===== config.mk =====
export PLATFORM = sky130hd
export DESIGN_NAME = tce_cfg
export DESIGN_NICKNAME = d
export VERILOG_FILES = /design/src/rtl/text_console_engine_defines.svh /design/src/rtl/tce_pkg.sv /design/src/rtl/tce_cfg.sv
export SDC_FILE = /design/constraint.sdc
export NUM_CORES = 1
export LEC_CHECK = 0
export BUFFER_PORTS_ARGS = -buffer_cell sky130_fd_sc_hd__buf_2
export CELL_PAD_IN_SITES_DETAIL_PLACEMENT = 0
export CELL_PAD_IN_SITES_GLOBAL_PLACEMENT = 1
export CORE_ASPECT_RATIO = 1.4
export CORE_MARGIN = 2
export CORE_UTILIZATION = 30
export DETAILED_ROUTE_END_ITERATION = 12
export GPL_TIMING_DRIVEN = 0
export PLACE_DENSITY_LB_ADDON = 0.1
export SLEW_MARGIN = 20
export SYNTH_ARGS = -nofsm -noshare
export SYNTH_HDL_FRONTEND = slang
export SYNTH_SLANG_ARGS = --single-unit

===== constraint.sdc =====
create_clock -name clk -period 2.3 [get_ports clk]
set_input_delay 0.115 -clock clk [delete_from_list [all_inputs] [get_ports clk]]
set_output_delay 0.115 -clock clk [all_outputs]
set_load 0.1 [all_outputs]

===== src/rtl/text_console_engine_defines.svh =====
// Shared assertion macros for the text console engine.
`ifndef TEXT_CONSOLE_ENGINE_DEFINES_SVH
`define TEXT_CONSOLE_ENGINE_DEFINES_SVH

// Same-cycle implication, checked on every rising edge out of reset.
`define TCE_ASSERT_IMP(lbl, ante, cons) \
  lbl: assert property (@(posedge clk) disable iff (!rst_n) (ante) |-> (cons)) \
    else $error("text console engine: same-cycle check failed");

// Next-cycle implication, checked on every rising edge out of reset.
`define TCE_ASSERT_NXT(lbl, ante, cons) \
  lbl: assert property (@(posedge clk) disable iff (!rst_n) (ante) |=> (cons)) \
    else $error("text console engine: next-cycle check failed");

`endif


===== src/rtl/tce_pkg.sv =====
package tce_pkg;

  // Request kinds carried on the input tuser.
  localparam logic [1:0] REQ_PUT   = 2'd0;
  localparam logic [1:0] REQ_GOTO  = 2'd1;
  localparam logic [1:0] REQ_CLEAR = 2'd2;
  localparam logic [1:0] REQ_READ  = 2'd3;

  // Control characters handled by a put request.
  localparam logic [7:0] CH_BS  = 8'h08;
  localparam logic [7:0] CH_TAB = 8'h09;
  localparam logic [7:0] CH_LF  = 8'h0A;
  localparam logic [7:0] CH_CR  = 8'h0D;

  localparam logic [7:0] BLANK_CHAR = 8'h20;

  // Register indexes (byte address divided by four).
  localparam logic [1:0] REG_ATTR = 2'd0;
  localparam logic [1:0] REG_COLS = 2'd1;
  localparam logic [1:0] REG_ROWS = 2'd2;

  localparam logic [7:0] ATTR_RESET = 8'd2;
  localparam logic [7:0] COLS_RESET = 8'd80;
  localparam logic [6:0] ROWS_RESET = 7'd25;

  // Commands from the controller to the datapath.
  typedef struct packed {
    logic load;        // capture the accepted request
    logic exec;        // cursor update and first cell write or read
    logic clear_step;  // blank one cell of the clear sweep
    logic scroll_step; // one step of the scroll sweep
    logic finish;      // blank the cursor cell unless a read, and load the result
  } cmd_t;

  // Status from the datapath to the controller.
  typedef struct packed {
    logic is_clear;
    logic need_scroll;
    logic sweep_last;
  } sts_t;

endpackage


===== src/rtl/tce_cfg.sv =====
module tce_cfg #(
  parameter int MAX_COLS = 128,
  parameter int MAX_ROWS = 64
) (
  input  logic                                clk,
  input  logic                                rst_n,
  input  logic                                psel,
  input  logic                                penable,
  input  logic                                pwrite,
  input  logic [3:0]                          paddr,
  input  logic [31:0]                         pwdata,
  output logic [31:0]                         prdata,
  output logic [7:0]                          attribute,
  output logic [$clog2(MAX_COLS + 1) - 1:0]   eff_cols,
  output logic [$clog2(MAX_ROWS + 1) - 1:0]   eff_rows
);

  localparam int WW = $clog2(MAX_COLS + 1);
  localparam int HW = $clog2(MAX_ROWS + 1);

  logic [7:0] attribute_r;
  logic [7:0] columns_r;
  logic [6:0] rows_r;
  logic       wr_en;

  assign wr_en = psel && penable && pwrite;

  always_ff @(posedge clk) begin
    if (!rst_n) begin
      attribute_r <= tce_pkg::ATTR_RESET;
      columns_r   <= tce_pkg::COLS_RESET;
      rows_r      <= tce_pkg::ROWS_RESET;
    end else if (wr_en) begin
      unique case (paddr[3:2])
        tce_pkg::REG_ATTR: attribute_r <= pwdata[7:0];
        tce_pkg::REG_COLS: columns_r   <= pwdata[7:0];
        tce_pkg::REG_ROWS: rows_r      <= pwdata[6:0];
        default: ;
      endcase
    end
  end

  always_comb begin
    unique case (paddr[3:2])
      tce_pkg::REG_ATTR: prdata = {24'd0, attribute_r};
      tce_pkg::REG_COLS: prdata = {24'd0, columns_r};
      tce_pkg::REG_ROWS: prdata = {25'd0, rows_r};
      default:           prdata = '0;
    endcase
  end

  // Out-of-range geometry is clamped: at least one column and two rows, at most what the store can hold.
  always_comb begin
    if (columns_r == '0) begin
      eff_cols = WW'(1);
    end else if (32'(columns_r) > MAX_COLS) begin
      eff_cols = WW'(MAX_COLS);
    end else begin
      eff_cols = WW'(columns_r);
    end
    if (32'(rows_r) < 2) begin
      eff_rows = HW'(2);
    end else if (32'(rows_r) > MAX_ROWS) begin
      eff_rows = HW'(MAX_ROWS);
    end else begin
      eff_rows = HW'(rows_r);
    end
  end

  assign attribute = attribute_r;

endmodule


* Yosys cells after proc, flatten, opt, wreduce, memory -nomap -nowiden
Index checks and enable logic that the tools add are counted.
Word-level totals: bits in registers 23, input bits 41, output and inout bits 55, word-level logic and storage cells 20
Cells by class: magnitude comparators 3, equal/unequal tests 2, muxes and demuxes 5, reduce and logical (&&, ||, !) cells 7
Operators with widths (number):
- $pmux 8 s3 | 1
- $mux 8 | 2
- $mux 7 | 2
- $gt 8x8->1 const B | 1
- $logic_not 8->1 | 1
- $gt 7x7->1 const B | 1
- $lt 7x2->1 const B | 1
- $reduce_and 2->1 | 3
- $eq 2x1->1 const B | 1
- $eq 2x2->1 const B | 1
- $logic_and 1x1->1 | 2
- $logic_not 2->1 | 1

* Longest topological paths before layout
word-level depth 3, gate-level depth with buffers 4, gate-level depth less buffers 3

* Least setup slack after synthesis
Ideal clock, no wire load.
path type reg2out, start point register attribute_r[0] (netlist: attribute[0]), end point output prdata[0], arrival time 3231 ps, data required time 2185 ps, setup slack -1046 ps, cell stages (with the launch flop) 3, buffers on the path 0, cell sequence dfxtp_1 -> mux2i_1 -> o21ai_0
On the way: longest elaborated chain between the ends 1
RTL lines:
- start, declared | line tce_cfg.sv:21 | logic [7:0] attribute_r;
- start signal, assigned | line tce_cfg.sv:30 | attribute_r <= tce_pkg::ATTR_RESET;
- start signal, assigned | line tce_cfg.sv:35 | tce_pkg::REG_ATTR: attribute_r <= pwdata[7:0];
- $pmux 8 s3 | line tce_cfg.sv:44 | unique case (paddr[3:2])
- end, declared | line tce_cfg.sv:12 | output logic [31:0] prdata,
Every way passes these cells.

* Worst setup path in the final report
start point register columns_r[7], end point output prdata[7]
On the way: longest elaborated chain between the ends 1
RTL lines:
- start, declared | line tce_cfg.sv:22 | logic [7:0] columns_r;
- start signal, assigned | line tce_cfg.sv:31 | columns_r <= tce_pkg::COLS_RESET;
- start signal, assigned | line tce_cfg.sv:36 | tce_pkg::REG_COLS: columns_r <= pwdata[7:0];
- $pmux 8 s3 | line tce_cfg.sv:44
Every way passes these cells.

==> results.sh <==
export IMPL_outcome="finished clean"
export IMPL_startpoint="columns_r[7]"
export IMPL_post_cts_resized=0
export IMPL_drive_gt1_frac=0.3655
export IMPL_period_minus_slack_ns=1.771
export IMPL_ff2ff_setup_slack_ns=1.31
export IMPL_power_leakage_nw=0.9409
export IMPL_root_buffer="clkbuf_8"
export IMPL_cp_max_fo=10
export IMPL_htree_levels=1
export IMPL_synthCells=167
export IMPL_setup_viol_count_final=0
export IMPL_nets=280
export IMPL_gp_congestion=0.7103
export IMPL_postCtsHoldBufs=0
export IMPL_rsz0062_at_grt="false"
export IMPL_yosysWarnings=0
export IMPL_ys_seq_elements=23
export IMPL_fin_skew_ns=0
export IMPL_drt_wl_total_mm=3.460
export IMPL_required_ns=2.18
export IMPL_preCtsSetupSlack_ns=0.6693
export IMPL_critical_path_class="reg2out"
export IMPL_numPortBuffers=44
export IMPL_row_count=29
export IMPL_p_total_mw=1.063
export IMPL_pin_count=96
export IMPL_vias=1189
export IMPL_instances_no_fill=300
export IMPL_arrival_ns=1.66
export IMPL_crit_reg2reg_launch="columns_r[7]"
export IMPL_start_util=0.3112
export IMPL_timing_rr_end="columns_r[7]"
export IMPL_grt_pass1_vias=1166
export IMPL_seq_area_frac_synth=0.3262
export IMPL_maxCapViolCount=0
export IMPL_synth_top_area_share=0.3262
export IMPL_cts_sinks=23
export IMPL_relSlewSlack=0.6156
export IMPL_drt_first_iter_violations=19
export IMPL_cts_tree="built"
export IMPL_finalCritPeriodShare=0.7698
export IMPL_hold_viol=0
export IMPL_clk_latency_ns=0.26
export IMPL_syn_area_um2=1411
export IMPL_drc=0
export IMPL_grt_pass1_wl_mm=5.561
export IMPL_wl_per_cell_um=11.53
export IMPL_dr_pass1_iters=3
export IMPL_start_kind="flip-flop"
export IMPL_syn_to_final_growth_pct=32.45
export IMPL_design_core_area_um2=4536
export IMPL_post_place_cells=296
export IMPL_cts_buffers=3
export IMPL_ant_nets=0
export IMPL_fill_cells=514
export IMPL_cp_depth=4
export IMPL_die_w_um=61.97
export IMPL_critPathCaptureType="output pin"
export IMPL_cp_slowest_stage_delay_ns=0.42
export IMPL_die_y_um=85.16
export IMPL_antenna_found_initial=0
export IMPL_cts_setup_buffers=0
export IMPL_power_density_nw_per_um2=568.9
export IMPL_tightest_slew_ns=0.5747
export IMPL_cp_cell_sequence="clkbuf_1 -> mux2i_1 -> nor2_2 -> buf_2"
export IMPL_crit_family="buffers and inverters"
export IMPL_clk_pin_slew_ns=0.08
export IMPL_hold_class="in2reg"
export IMPL_viasPerCell=3.963
export IMPL_slew_violations=0
export IMPL_grt_util_all_layers=0.1393
export IMPL_hpwl_mm=2.796
export IMPL_slowest_stage="buf_2"
export IMPL_ir_worst_vdd_mv=0.1926
export IMPL_grt_overflow_total=0
export IMPL_synthTopCellsByArea="dfxtp_1 (33%), mux2i_1 (20%), buf_4 (13%), nand2_1 (8.2%), nor2b_1 (7.1%)"
export IMPL_yosysTopAreaCell="dfxtp_1"
export IMPL_syn_area_per_cell_um2=8.451
export IMPL_crit_path_end="prdata[7]"
export IMPL_critPathBufInv=2
export IMPL_synth_distinct_cells=24
export IMPL_cts_path_max_buffers=2
export IMPL_diodes=0
export IMPL_setup_slack_ns=0.5294
export IMPL_ff2ff_path_depth=3
export IMPL_grt_max_degree=14
export IMPL_dieArea_um2=5277
export IMPL_fin_setup_tns_ns=0
export IMPL_clock_fmax_mhz=564.8
where the power goes:
| group | switching (mW) | internal, mW | total (mW) |
|---|---|---|---|
| registers | 0.00500 | 0.404 | 0.409 |
| clock network | 0.133 | 0.121 | 0.254 |
| logic | 0.328 | 0.0720 | 0.400 |
worst min-delay path: stages:
cell	delay [ns]
buf_2	0.09
nor2b_1	0.04
mux2i_1	0.11
cell usage after synthesis (all sizes together):
library cell and count:
buf 27, mux2i 28, nand2 31, nand2b 2
conb 1, or2 1, nor2b 16, dfxtp 23
inv 4, clkbuf 7, o211ai 3, nor2 5
o22ai 1, o21ai 9, and2b 1, a21oi 2
or3b 1, nor3b 1, nand3 1, nor3 1
nor4 2
sequential cells by signal (all words and copies together), names as in the netlist:
register	cells
columns_r	8
attribute	8
rows_r	7
metal layers:
layer / track usage / part of all wire
met5: 0 / 0
met4: 0.04642 / 0.014
met3: 0.02134 / 0.037
met2: 0.2254 / 0.49
met1: 0.1836 / 0.46
area by class of cell:
| cell class | count | area (um^2) | area share |
|---|---|---|---|
| plain buffers | 34 | 227.7 | 0.1218 |
| multi-input cells | 129 | 822.0 | 0.4398 |
| clock buffers | 3 | 41.29 | 0.02209 |
| repair buffers | 44 | 220.2 | 0.1178 |
| flip-flops and latches | 23 | 460.4 | 0.2463 |
| clock inverters | 1 | 5.005 | 0.002677 |
| inverters | 4 | 15.01 | 0.008032 |
| well taps | 62 | 77.57 | 0.04150 |
worst min path at each step:
stage          startpoint            to  depth (start not counted)
2_1_floorplan   pwdata[4]  attribute[4]                          2
3_3_place_gp    pwdata[6]  columns_r[6]                          3
3_5_place_dp    pwdata[1]  attribute[1]                          3
4_1_cts         pwdata[1]  attribute[1]                          3
5_1_grt         pwdata[7]  columns_r[7]                          3
6_report        pwdata[1]  attribute[1]                          3
per-stage QoR:
stage	utilization	hold WS (ns)	area (um^2)
floorplan	-	0.2572	1525
global placement	0.4019	0.3993	1823
detailed placement	0.4019	0.3943	1823
CTS	0.4121	0.1133	1869
global route	0.4121	0.1245	1869
finish	0.4121	0.1201	1869
layout by cell type, fill, tap and decap left out, types with 4 or more instances in the layout:
cell type   n
nor2b_1    16
o21ai_2     5
buf_4      24
nor2_1      4
dfxtp_1    23
nand2_1    31
buf_2      46
mux2i_1    28
clkbuf_1    7
conb_1     24
inv_1       4
kinds of logic (layout without fill, tap and decap cells):
logic type	after synthesis	after routing	synth area share
other	1	24	0.002657
and+or+nand+nor	62	62	0.2412
buffers and inverters	38	86	0.1720
DFF	23	23	0.3262
muxes	28	28	0.1986
AOI/OAI and AO/OA	15	15	0.05940
Note: power is estimated with default switching activity, not from simulation.
