<file path="config.mk">
export PLATFORM = sky130hd
export DESIGN_NAME = tce_ctrl
export DESIGN_NICKNAME = d
export VERILOG_FILES = /design/src/rtl/tce_pkg.sv /design/src/rtl/tce_ctrl.sv
export VERILOG_INCLUDE_DIRS = /design/src /design/src/rtl
export SDC_FILE = /design/constraint.sdc
export NUM_CORES = 1
export LEC_CHECK = 0
export BUFFER_PORTS_ARGS = -buffer_cell sky130_fd_sc_hd__buf_4
export CORE_AREA = 5 5 42 44
export CTS_CLUSTER_SIZE = 10
export DETAILED_ROUTE_END_ITERATION = 8
export DIE_AREA = 0 0 47 49
export PLACE_DENSITY = 0.52
export REMOVE_ABC_BUFFERS = 1
export SYNTH_ARGS = -nofsm -noshare
export SYNTH_HDL_FRONTEND = slang
export SYNTH_SLANG_ARGS = --single-unit
</file>
<file path="constraint.sdc">
create_clock -name clk -period 4 [get_ports clk]
set_input_delay 0.8 -clock clk [delete_from_list [all_inputs] [get_ports clk]]
set_output_delay 0.8 -clock clk [all_outputs]
set_load 0.02 [all_outputs]
</file>
<file path="src/rtl/text_console_engine_defines.svh">
// Shared assertion macros for the text console engine.
`ifndef TEXT_CONSOLE_ENGINE_DEFINES_SVH
`define TEXT_CONSOLE_ENGINE_DEFINES_SVH

// Same-cycle implication, checked on every rising edge out of reset.
`define TCE_ASSERT_IMP(lbl, ante, cons) \
  lbl: assert property (@(posedge clk) disable iff (!rst_n) (ante) |-> (cons)) \
    else $error("text console engine: same-cycle check failed");

// Next-cycle implication, checked on every rising edge out of reset.
`define TCE_ASSERT_NXT(lbl, ante, cons) \
  lbl: assert property (@(posedge clk) disable iff (!rst_n) (ante) |=> (cons)) \
    else $error("text console engine: next-cycle check failed");

`endif

</file>
<file path="src/rtl/tce_pkg.sv">
package tce_pkg;

  // Request kinds carried on the input tuser.
  localparam logic [1:0] REQ_PUT   = 2'd0;
  localparam logic [1:0] REQ_GOTO  = 2'd1;
  localparam logic [1:0] REQ_CLEAR = 2'd2;
  localparam logic [1:0] REQ_READ  = 2'd3;

  // Control characters handled by a put request.
  localparam logic [7:0] CH_BS  = 8'h08;
  localparam logic [7:0] CH_TAB = 8'h09;
  localparam logic [7:0] CH_LF  = 8'h0A;
  localparam logic [7:0] CH_CR  = 8'h0D;

  localparam logic [7:0] BLANK_CHAR = 8'h20;

  // Register indexes (byte address divided by four).
  localparam logic [1:0] REG_ATTR = 2'd0;
  localparam logic [1:0] REG_COLS = 2'd1;
  localparam logic [1:0] REG_ROWS = 2'd2;

  localparam logic [7:0] ATTR_RESET = 8'd2;
  localparam logic [7:0] COLS_RESET = 8'd80;
  localparam logic [6:0] ROWS_RESET = 7'd25;

  // Commands from the controller to the datapath.
  typedef struct packed {
    logic load;        // capture the accepted request
    logic exec;        // cursor update and first cell write or read
    logic clear_step;  // blank one cell of the clear sweep
    logic scroll_step; // one step of the scroll sweep
    logic finish;      // blank the cursor cell unless a read, and load the result
  } cmd_t;

  // Status from the datapath to the controller.
  typedef struct packed {
    logic is_clear;
    logic need_scroll;
    logic sweep_last;
  } sts_t;

endpackage

</file>
<file path="src/rtl/tce_ctrl.sv">
`include "text_console_engine_defines.svh"

module tce_ctrl (
  input  logic          clk,
  input  logic          rst_n,
  input  logic          in_tvalid,
  output logic          in_tready,
  output logic          out_tvalid,
  input  logic          out_tready,
  input  tce_pkg::sts_t sts,
  output tce_pkg::cmd_t cmd
);

  localparam logic [2:0] S_IDLE   = 3'd0;
  localparam logic [2:0] S_EXEC   = 3'd1;
  localparam logic [2:0] S_CLEAR  = 3'd2;
  localparam logic [2:0] S_SCROLL = 3'd3;
  localparam logic [2:0] S_FINISH = 3'd4;

  logic [2:0] state_r;
  logic [2:0] state_nxt;
  logic       out_valid_r;
  logic       out_valid_nxt;
  logic       can_emit;
  logic       accept;

  // The result register may be refilled in the cycle it is drained.
  assign can_emit  = !out_valid_r || out_tready;
  assign in_tready = (state_r == S_IDLE) || ((state_r == S_FINISH) && can_emit);
  assign accept    = in_tvalid && in_tready;

  always_comb begin
    state_nxt = state_r;
    cmd       = '0;
    cmd.load  = accept;
    unique case (state_r)
      S_IDLE: begin
        if (accept) state_nxt = S_EXEC;
      end
      S_EXEC: begin
        cmd.exec = 1'b1;
        if (sts.is_clear) begin
          state_nxt = S_CLEAR;
        end else if (sts.need_scroll) begin
          state_nxt = S_SCROLL;
        end else begin
          state_nxt = S_FINISH;
        end
      end
      S_CLEAR: begin
        cmd.clear_step = 1'b1;
        if (sts.sweep_last) state_nxt = S_FINISH;
      end
      S_SCROLL: begin
        cmd.scroll_step = 1'b1;
        if (sts.sweep_last) state_nxt = S_FINISH;
      end
      S_FINISH: begin
        if (can_emit) begin
          cmd.finish = 1'b1;
          state_nxt  = accept ? S_EXEC : S_IDLE;
        end
      end
      default: state_nxt = S_IDLE;
    endcase
  end

  always_comb begin
    if (cmd.finish) begin
      out_valid_nxt = 1'b1;
    end else if (out_tready) begin
      out_valid_nxt = 1'b0;
    end else begin
      out_valid_nxt = out_valid_r;
    end
  end

  always_ff @(posedge clk) begin
    if (!rst_n) begin
      state_r     <= S_IDLE;
      out_valid_r <= 1'b0;
    end else begin
      state_r     <= state_nxt;
      out_valid_r <= out_valid_nxt;
    end
  end

  assign out_tvalid = out_valid_r;

  `TCE_ASSERT_NXT(a_accept_starts_exec, accept, state_r == S_EXEC)
  `TCE_ASSERT_NXT(a_finish_fills_result, cmd.finish, out_valid_r)
  `TCE_ASSERT_IMP(a_single_step, 1'b1,
                  $onehot0({cmd.exec, cmd.clear_step, cmd.scroll_step, cmd.finish}))

endmodule

</file>
# Word level (Yosys, flattened, before mapping)
# Index checks and enable logic that the tools add are counted.
# Widths: inputs -> output; s select.
# word_totals
ff_bits	4
input_bits	7
output_inout_bits	7
elab_cells	32
# classes
eq_ne	7
mux	14
reduce_logical	9
# ops
op	n
$mux 3	5
$pmux 3 s4	1
$mux 1	8
$eq 3x2->1 const B	2
$ne 2x2->1 const B	2
$eq 3x1->1 const B	1
$eq 3x3->1 const B	1
$logic_not 3->1	1
$reduce_and 3->1	1
$logic_and 1x1->1	2
$logic_or 1x1->1	2
$ne 2x1->1 const B	1
$reduce_bool 2->1	1
$reduce_or 2->1	1
$logic_not 1->1	1

# Depth between registers and ports, before layout
# Gate-level depths: netlist of run 1.
# depth
depth_word	8
mapped_depth	5
depth_no_buf	4

# Worst setup path after synthesis of run 1
# OpenSTA, ideal clock, no wires.
# synth_timing
kind	input to output
start	in out_tready
end	out cmd[4] (netlist name)
t_arrival_ns	1.816
t_required_ns	3.200
path_slack_ns	1.384
stages	4
path_buffers	1
path_cell_list	nor2b_1 -> a211oi_1 -> and2_1 -> buf_4
# synth_between
elab_chain_cells	4
# synth_rtl
item	line_no	text
from (decl)	tce_ctrl.sv:9	input logic out_tready,
$logic_or 1x1->1	tce_ctrl.sv:28	assign can_emit = !out_valid_r || out_tready;
$logic_and 1x1->1	tce_ctrl.sv:29	assign in_tready = (state_r == S_IDLE) || ((state_r == S_FINISH) && can_emit);
$logic_or 1x1->1	tce_ctrl.sv:29	
named net in_tready	tce_ctrl.sv:7	output logic in_tready,
$logic_and 1x1->1	tce_ctrl.sv:30	assign accept = in_tvalid && in_tready;
to (decl)	tce_ctrl.sv:11	output tce_pkg::cmd_t cmd
# The timed path passes the listed nets, and every way through them passes these cells.

==> results.md, run 1 <==
- CTS buffer count: 3
- CP Capture Type: output pin
- CTS resizes: 0
- Final Hold Fails: 0
- Leak pwr: 0.000179 uW
- Post-DP HPWL: 579 um
- Starting Density: 20.4%
- Peak VDD IR: 0.145 mV
- Setup TNS: 0 ps
- Routed len/inst: 10.9 um
- Clock Latency Late Sink: 230 ps
- Mapped Cells: 35
- Unique masters post-synth: 22
- Pre-CTS setup slack: 1640 ps
- Crit path max-delay family: simple AND/OR/NAND/NOR gates
- WL final: 697 um
- Share of layout cells above drive strength 1: 43.8%
- R2r endpoint: state_r[0]
- CTS tree: yes
- First-pass DRT Iterations: 1
- Routability cong.: 0.681
- Dpl cells: 61
- R2r setup slk: 2600 ps
- Clock buffer depth: 2
- Pins over their slew limit: 0
- Max FO, Critical Path: 4
- Critical-path cell list: buf_4, nor2b_1, a211oi_1, and2_1, buf_4
- DRT iter0 DRCs: 0
- Cells on worst reg2reg path: 4
- First-pass GRT wire length: 1100 um
- Status: complete, no violations
- CP required: 3200 ps
- Max capacitance violation total: 0
- Crit path to: cmd[4]
- PortBufs: 13
- Yosys reg bits: 4
- Part of the cycle the worst path needs: 58.8%
- Critical setup path kind: in -> out
- CP max stage delay: 200 ps
- Total gr overflow: 0
- Worst min-delay path class: reg -> reg
- Clock sinks: 4
- Antenna violations before repair: 0
- Seq/Total Area, Yosys: 28.1%
- Vias in the first global route: 270
- Final Skew: 2.91 ps
- GR Util All Layers: 6.97%
- Nets: 57
- Via/cell ratio: 4.44
- I/O Pins: 14
- Power Total: 264 uW
- Final ANT Viol Nets: 0
- Crit start category: input pin
- Final Setup Violations: 0
- Die W: 47 um
- Power per cell area: 662 nW/um2
- Ant. Diodes: 0
- Synthesized area per cell: 8.15 um2
- Max Clk Rate: 425 MHz
- Worst path arrival time: 1550 ps
- Post-Syn Area: 285 um2
- Post-CTS repair timing setup buffer count: 0
- Vias: 284
- Slowest stage cell, crit path: nor2b_1
- Clock root buffer: clkbuf_4
- Buffers & Inverters on Critical Path: 2
- Cts hold-fix bufs: 0
- Total core area: 1400 um2
- Cell mode on critical path: buf_4
- Unrepaired setup endpoints after global routing: false
- Relative slew slack: 78.9%
- Worst Setup Slack, final: 1650 ps
- Synth warn: 0
- CP Depth: 5
- Clk slew on worst S/H paths: 30 ps
- Row cnt: 14
- Pin count of the biggest net entering global routing: 9
- Die ar.: 2300 um2
- Setup crit start: out_tready
- Fin util: 28.5%
- H-tree depth: 1
- Non-Filler Instances: 64
- P&R area growth vs syn: 39.9%
- Worst r2r src: state_r[1]
- Die Y: 49 um
- Remaining DRCs: 0
- Final Critical Period: 2350 ps
- Slew @ Worst Pin: 316 ps
## cells in the mapped netlist
| master | number | area, um2 |
|---|---|---|
| buf_4 | 2 | 15.0 |
| and2_1 | 1 | 6.26 |
| nor3_1 | 1 | 5.00 |
| or2b_1 | 1 | 7.51 |
| nor2_1 | 5 | 18.8 |
| inv_1 | 2 | 7.51 |
| a21oi_1 | 3 | 15.0 |
| nand3_1 | 1 | 5.00 |
| nand2b_1 | 1 | 6.26 |
| a211oi_1 | 2 | 15.0 |
| a21oi_2 | 1 | 8.76 |
| a311oi_2 | 1 | 15.0 |
| nor2b_1 | 1 | 6.26 |
| o21a_4 | 1 | 15.0 |
| nor3b_1 | 1 | 7.51 |
| or4_4 | 1 | 11.3 |
| buf_6 | 1 | 11.3 |
| o21ai_0 | 2 | 10.0 |
| and2b_1 | 1 | 7.51 |
| and3_2 | 1 | 7.51 |
| nand2_1 | 1 | 3.75 |
| dfxtp_1 | 4 | 80.1 |
## stage by stage
step           instance area [um2]  hold WS (ps)
2_1_floorplan                  259           571
3_3_place_gp                   377           613
3_5_place_dp                   377           627
4_1_cts                        399           631
5_1_grt                        399           660
6_report                       399           633
## worst register-to-register path, stage by stage, from the launching register on
cell,delay (ps)
dfxtp_1,350
or4_4,570
o21a_4,160
a21oi_2,140
a311oi_2,50
## state kept, by name, indices dropped and copies added, names as in the netlist
signal and flops:
out_tvalid 1, state_r 3
## logic make-up after synthesis
kind of cell	Yosys count	synth area share [%]
AOI/OAI and AO/OA	10	27.6
buffers and inverters	5	11.8
DFF	4	28.1
and+or+nand+nor	16	32.5
## metal layers
layer	track usage [%]	vias to the layer above	part of all wire, %
met1	7.47	126	38
met2	9.28	7	52
met5	0	-	0
li1	-	147	-
met3	3.32	4	6.5
met4	6.91	0	3.2
## placed cells by master (no fill, tap or decap)
master	synthesis	routed
buf_4	2	13
nor2_1	5	5
dfxtp_1	4	4
a21oi_1	3	3
clkbuf_4	0	3
inv_1	2	2
a211oi_1	2	2
o21ai_0	2	2
nor2b_1	1	1
nor3b_1	1	1
and2b_1	1	1
nor3_1	1	1
or2b_1	1	1
and2_1	1	1
nand2_1	1	1
or4_4	1	1
o21a_4	1	1
nand2b_1	1	1
a21oi_2	1	1
a311oi_2	1	1
and3_2	1	1
nand3_1	1	1
## how the worst min path moves through the flow
stage / start / end / depth (start not counted)
floorplan: state_r[0] / state_r[0] / 2
global placement: state_r[0] / state_r[0] / 2
detailed placement: state_r[0] / state_r[0] / 2
global route: state_r[0] / state_r[0] / 2
finish: state_r[0] / state_r[0] / 2
CTS: state_r[0] / state_r[0] / 2
## cell type report
| class | count | area [um2] |
|---|---|---|
| fill | 173 | 1000 |
| multi-input combinational | 26 | 171 |
| timing repair buffer | 13 | 97.6 |
| sequential | 4 | 80.1 |
| clock buffer | 3 | 22.5 |
| tap | 16 | 20.0 |
| inverter | 2 | 7.51 |
## power by group
| group | switching, uW | total [uW] | internal (uW) |
|---|---|---|---|
| clock network | 15.7 | 49.3 | 33.5 |
| registers | 20.2 | 71.4 | 51.2 |
| logic | 74.2 | 144 | 69.6 |
| total | 110 | 264 | 154 |
No activity file was read; power rests on OpenSTA's default activity.
==> run 2: changes to the inputs <==
PLACE_DENSITY = 0.54   (was 0.52)
clock period = 2 ns   (was 4 ns; I/O delays follow)
==> run 2 against run 1 <==
Against the previous run:
- worst hold slack worse by 210 ps
- non-clock buffer count unchanged
- count of clock-buffer cells in the layout unchanged
- utilization unchanged
- wire length down 11%
- combinational power up 97%
- first-iteration DRC count up 7
- global-route usage down 0.29 points
- power up 97%
- sequential share of layout area unchanged
- die area unchanged
- sequential power up 93%
- largest power group unchanged
- highest routed layer unchanged
==> results.md, run 2 (synthesis results as in run 1) <==
- Critical-path cell list: nor3b_1, and2b_1, buf_4
- Pre-CTS setup slack: 453 ps (-1180 ps)
- Vias: 277 (-2.5%)
- Critical setup path kind: reg -> out
- CTS buffer count: 3 (unchanged)
- CTS tree: yes
- Pin count of the biggest net entering global routing: 9 (unchanged)
- Crit start category: register
- Routed len/inst: 9.70 um (-11%)
- Unrepaired setup endpoints after global routing: false
- Clock root buffer: clkbuf_4
- Pins over their slew limit: 0 (unchanged)
- Remaining DRCs: 0 (unchanged)
- Peak VDD IR: 0.285 mV (+96%)
- First-pass DRT Iterations: 6 (+5)
- Hold path startpoint: rst_n
- Total gr overflow: 0 (unchanged)
- R2r setup slk: 610 ps (-1990 ps)
- Buffers & Inverters on Critical Path: 1 (-1)
- Status: complete, no violations
- Worst r2r src: state_r[1]
- Clock sinks: 4 (unchanged)
- Clk slew on worst S/H paths: 40 ps (about the same)
- Clock Latency Late Sink: 230 ps (about the same)
- Slew @ Worst Pin: 294 ps (-22.0 ps)
- CTS resizes: 0 (unchanged)
- Max Clk Rate: 591 MHz
- Via/cell ratio: 4.33 (-2.5%)
- Most frequent cells in the layout: buf_4 (13), nor2_1 (5), dfxtp_1 (4)
- Die Y: 49 um (unchanged)
- Max capacitance violation total: 0 (unchanged)
- Max FFs per register: 3 (unchanged)
- GR Util All Layers: 6.69% (-0.29 points)
- Crit path max-delay family: simple AND/OR/NAND/NOR gates
- Row cnt: 14 (unchanged)
- Slowest stage cell, crit path: dfxtp_1
- Antenna violations before repair: 0 (unchanged)
- Clock buffer depth: 2 (unchanged)
- Die W: 47 um (unchanged)
- Starting Density: 20.4% (unchanged)
- P&R area growth vs syn: 39.9% (unchanged)
- Final Setup Violations: 0 (unchanged)
- Post-DP HPWL: 516 um (-11%)
- Worst path arrival time: 1290 ps (-260 ps)
- Setup TNS: 0 ps (unchanged)
- Share of layout cells above drive strength 1: 43.8% (unchanged)
- Cells on worst reg2reg path: 4 (unchanged)
- CP Capture Type: output pin
- PortBufs: 13 (unchanged)
- CP required: 1600 ps (-1600 ps)
- I/O Pins: 14 (unchanged)
- Vias in the first global route: 277 (+2.6%)
- Setup crit start: state_r[2]
- Final Hold Fails: 0 (unchanged)
- WL final: 621 um (-11%)
- Part of the cycle the worst path needs: 84.6%
- Final Skew: 0.442 ps (-2.47 ps)
- Relative slew slack: 80.3% (+1.5 points)
- Leak pwr: 0.000179 uW (unchanged)
- Fin util: 28.5% (unchanged)
- Nets: 57 (unchanged)
- Post-CTS repair timing setup buffer count: 0 (unchanged)
- Die ar.: 2300 um2 (unchanged)
- H-tree depth: 1 (unchanged)
- CP max stage delay: 410 ps (+210 ps)
- Ant. Diodes: 0 (unchanged)
- Worst Hold Depth: 3 (+1)
- Worst Setup Slack, final: 307 ps (-1340 ps)
- Routability cong.: 0.681 (about the same)
- DRT iter0 DRCs: 7 (+7)
- Most common cell after layout, fill and taps aside: buf_4
- Worst min-delay path class: in -> reg
- Total core area: 1400 um2 (unchanged)
- First-pass GRT wire length: 1060 um (-3.2%)
- Final ANT Viol Nets: 0 (unchanged)
- CP Depth: 3 (-2)
- Power Total: 521 uW (+97%)
- Cts hold-fix bufs: 0 (unchanged)
- Max FO, Critical Path: 7 (+3)
- Final Critical Period: 1690 ps
- Power per cell area: 1300 nW/um2 (+97%)
- Most flops, register: state_r
==> run 2: cell counts in the layout (fill, tap and decap cells not counted) <==
Identical to the previous run, type by type.
==> run 2: worst paths after layout <==
path | endpoint
hold / removal | state_r[1]
setup reg to reg | state_r[0]
setup / recovery | cmd[0]
hold reg to reg | state_r[0]
==> run 2: worst register-to-register path, cell delays in order (launching register included) <==
cell,delay [ps]
dfxtp_1,350
or4_4,560
o21a_4,150
a21oi_2,140
a311oi_2,50
==> run 2: per-layer routing <==
layer  track usage [%]  routed length (um)  vias up
li1                  -                   -      146
met1              7.02                 233      122
met2              9.05                 307        7
met3              4.06                  71        2
met4              5.53                   9        0
met5                 0                   0        -
==> run 2: final cells by class <==
cell class                 instances  area [um2]
fill                             162        1000
multi-input combinational         26         171
timing repair buffer              13        97.6
sequential                         4        80.1
clock buffer                       3        22.5
tap                               16        20.0
inverter                           2        7.51
==> run 2: through the flow <==
step,std cells,instance area [um2],hold slack [ps]
2_1_floorplan,32,259,528
3_3_place_gp,61,377,612
3_5_place_dp,61,377,615
4_1_cts,64,399,417
5_1_grt,64,399,432
6_report,64,399,424
==> run 2: report_power, final <==
part           internal (uW)  switching [uW]
clock                   67.1            32.4
sequential               102            35.7
combinational            139             144
total                    309             212
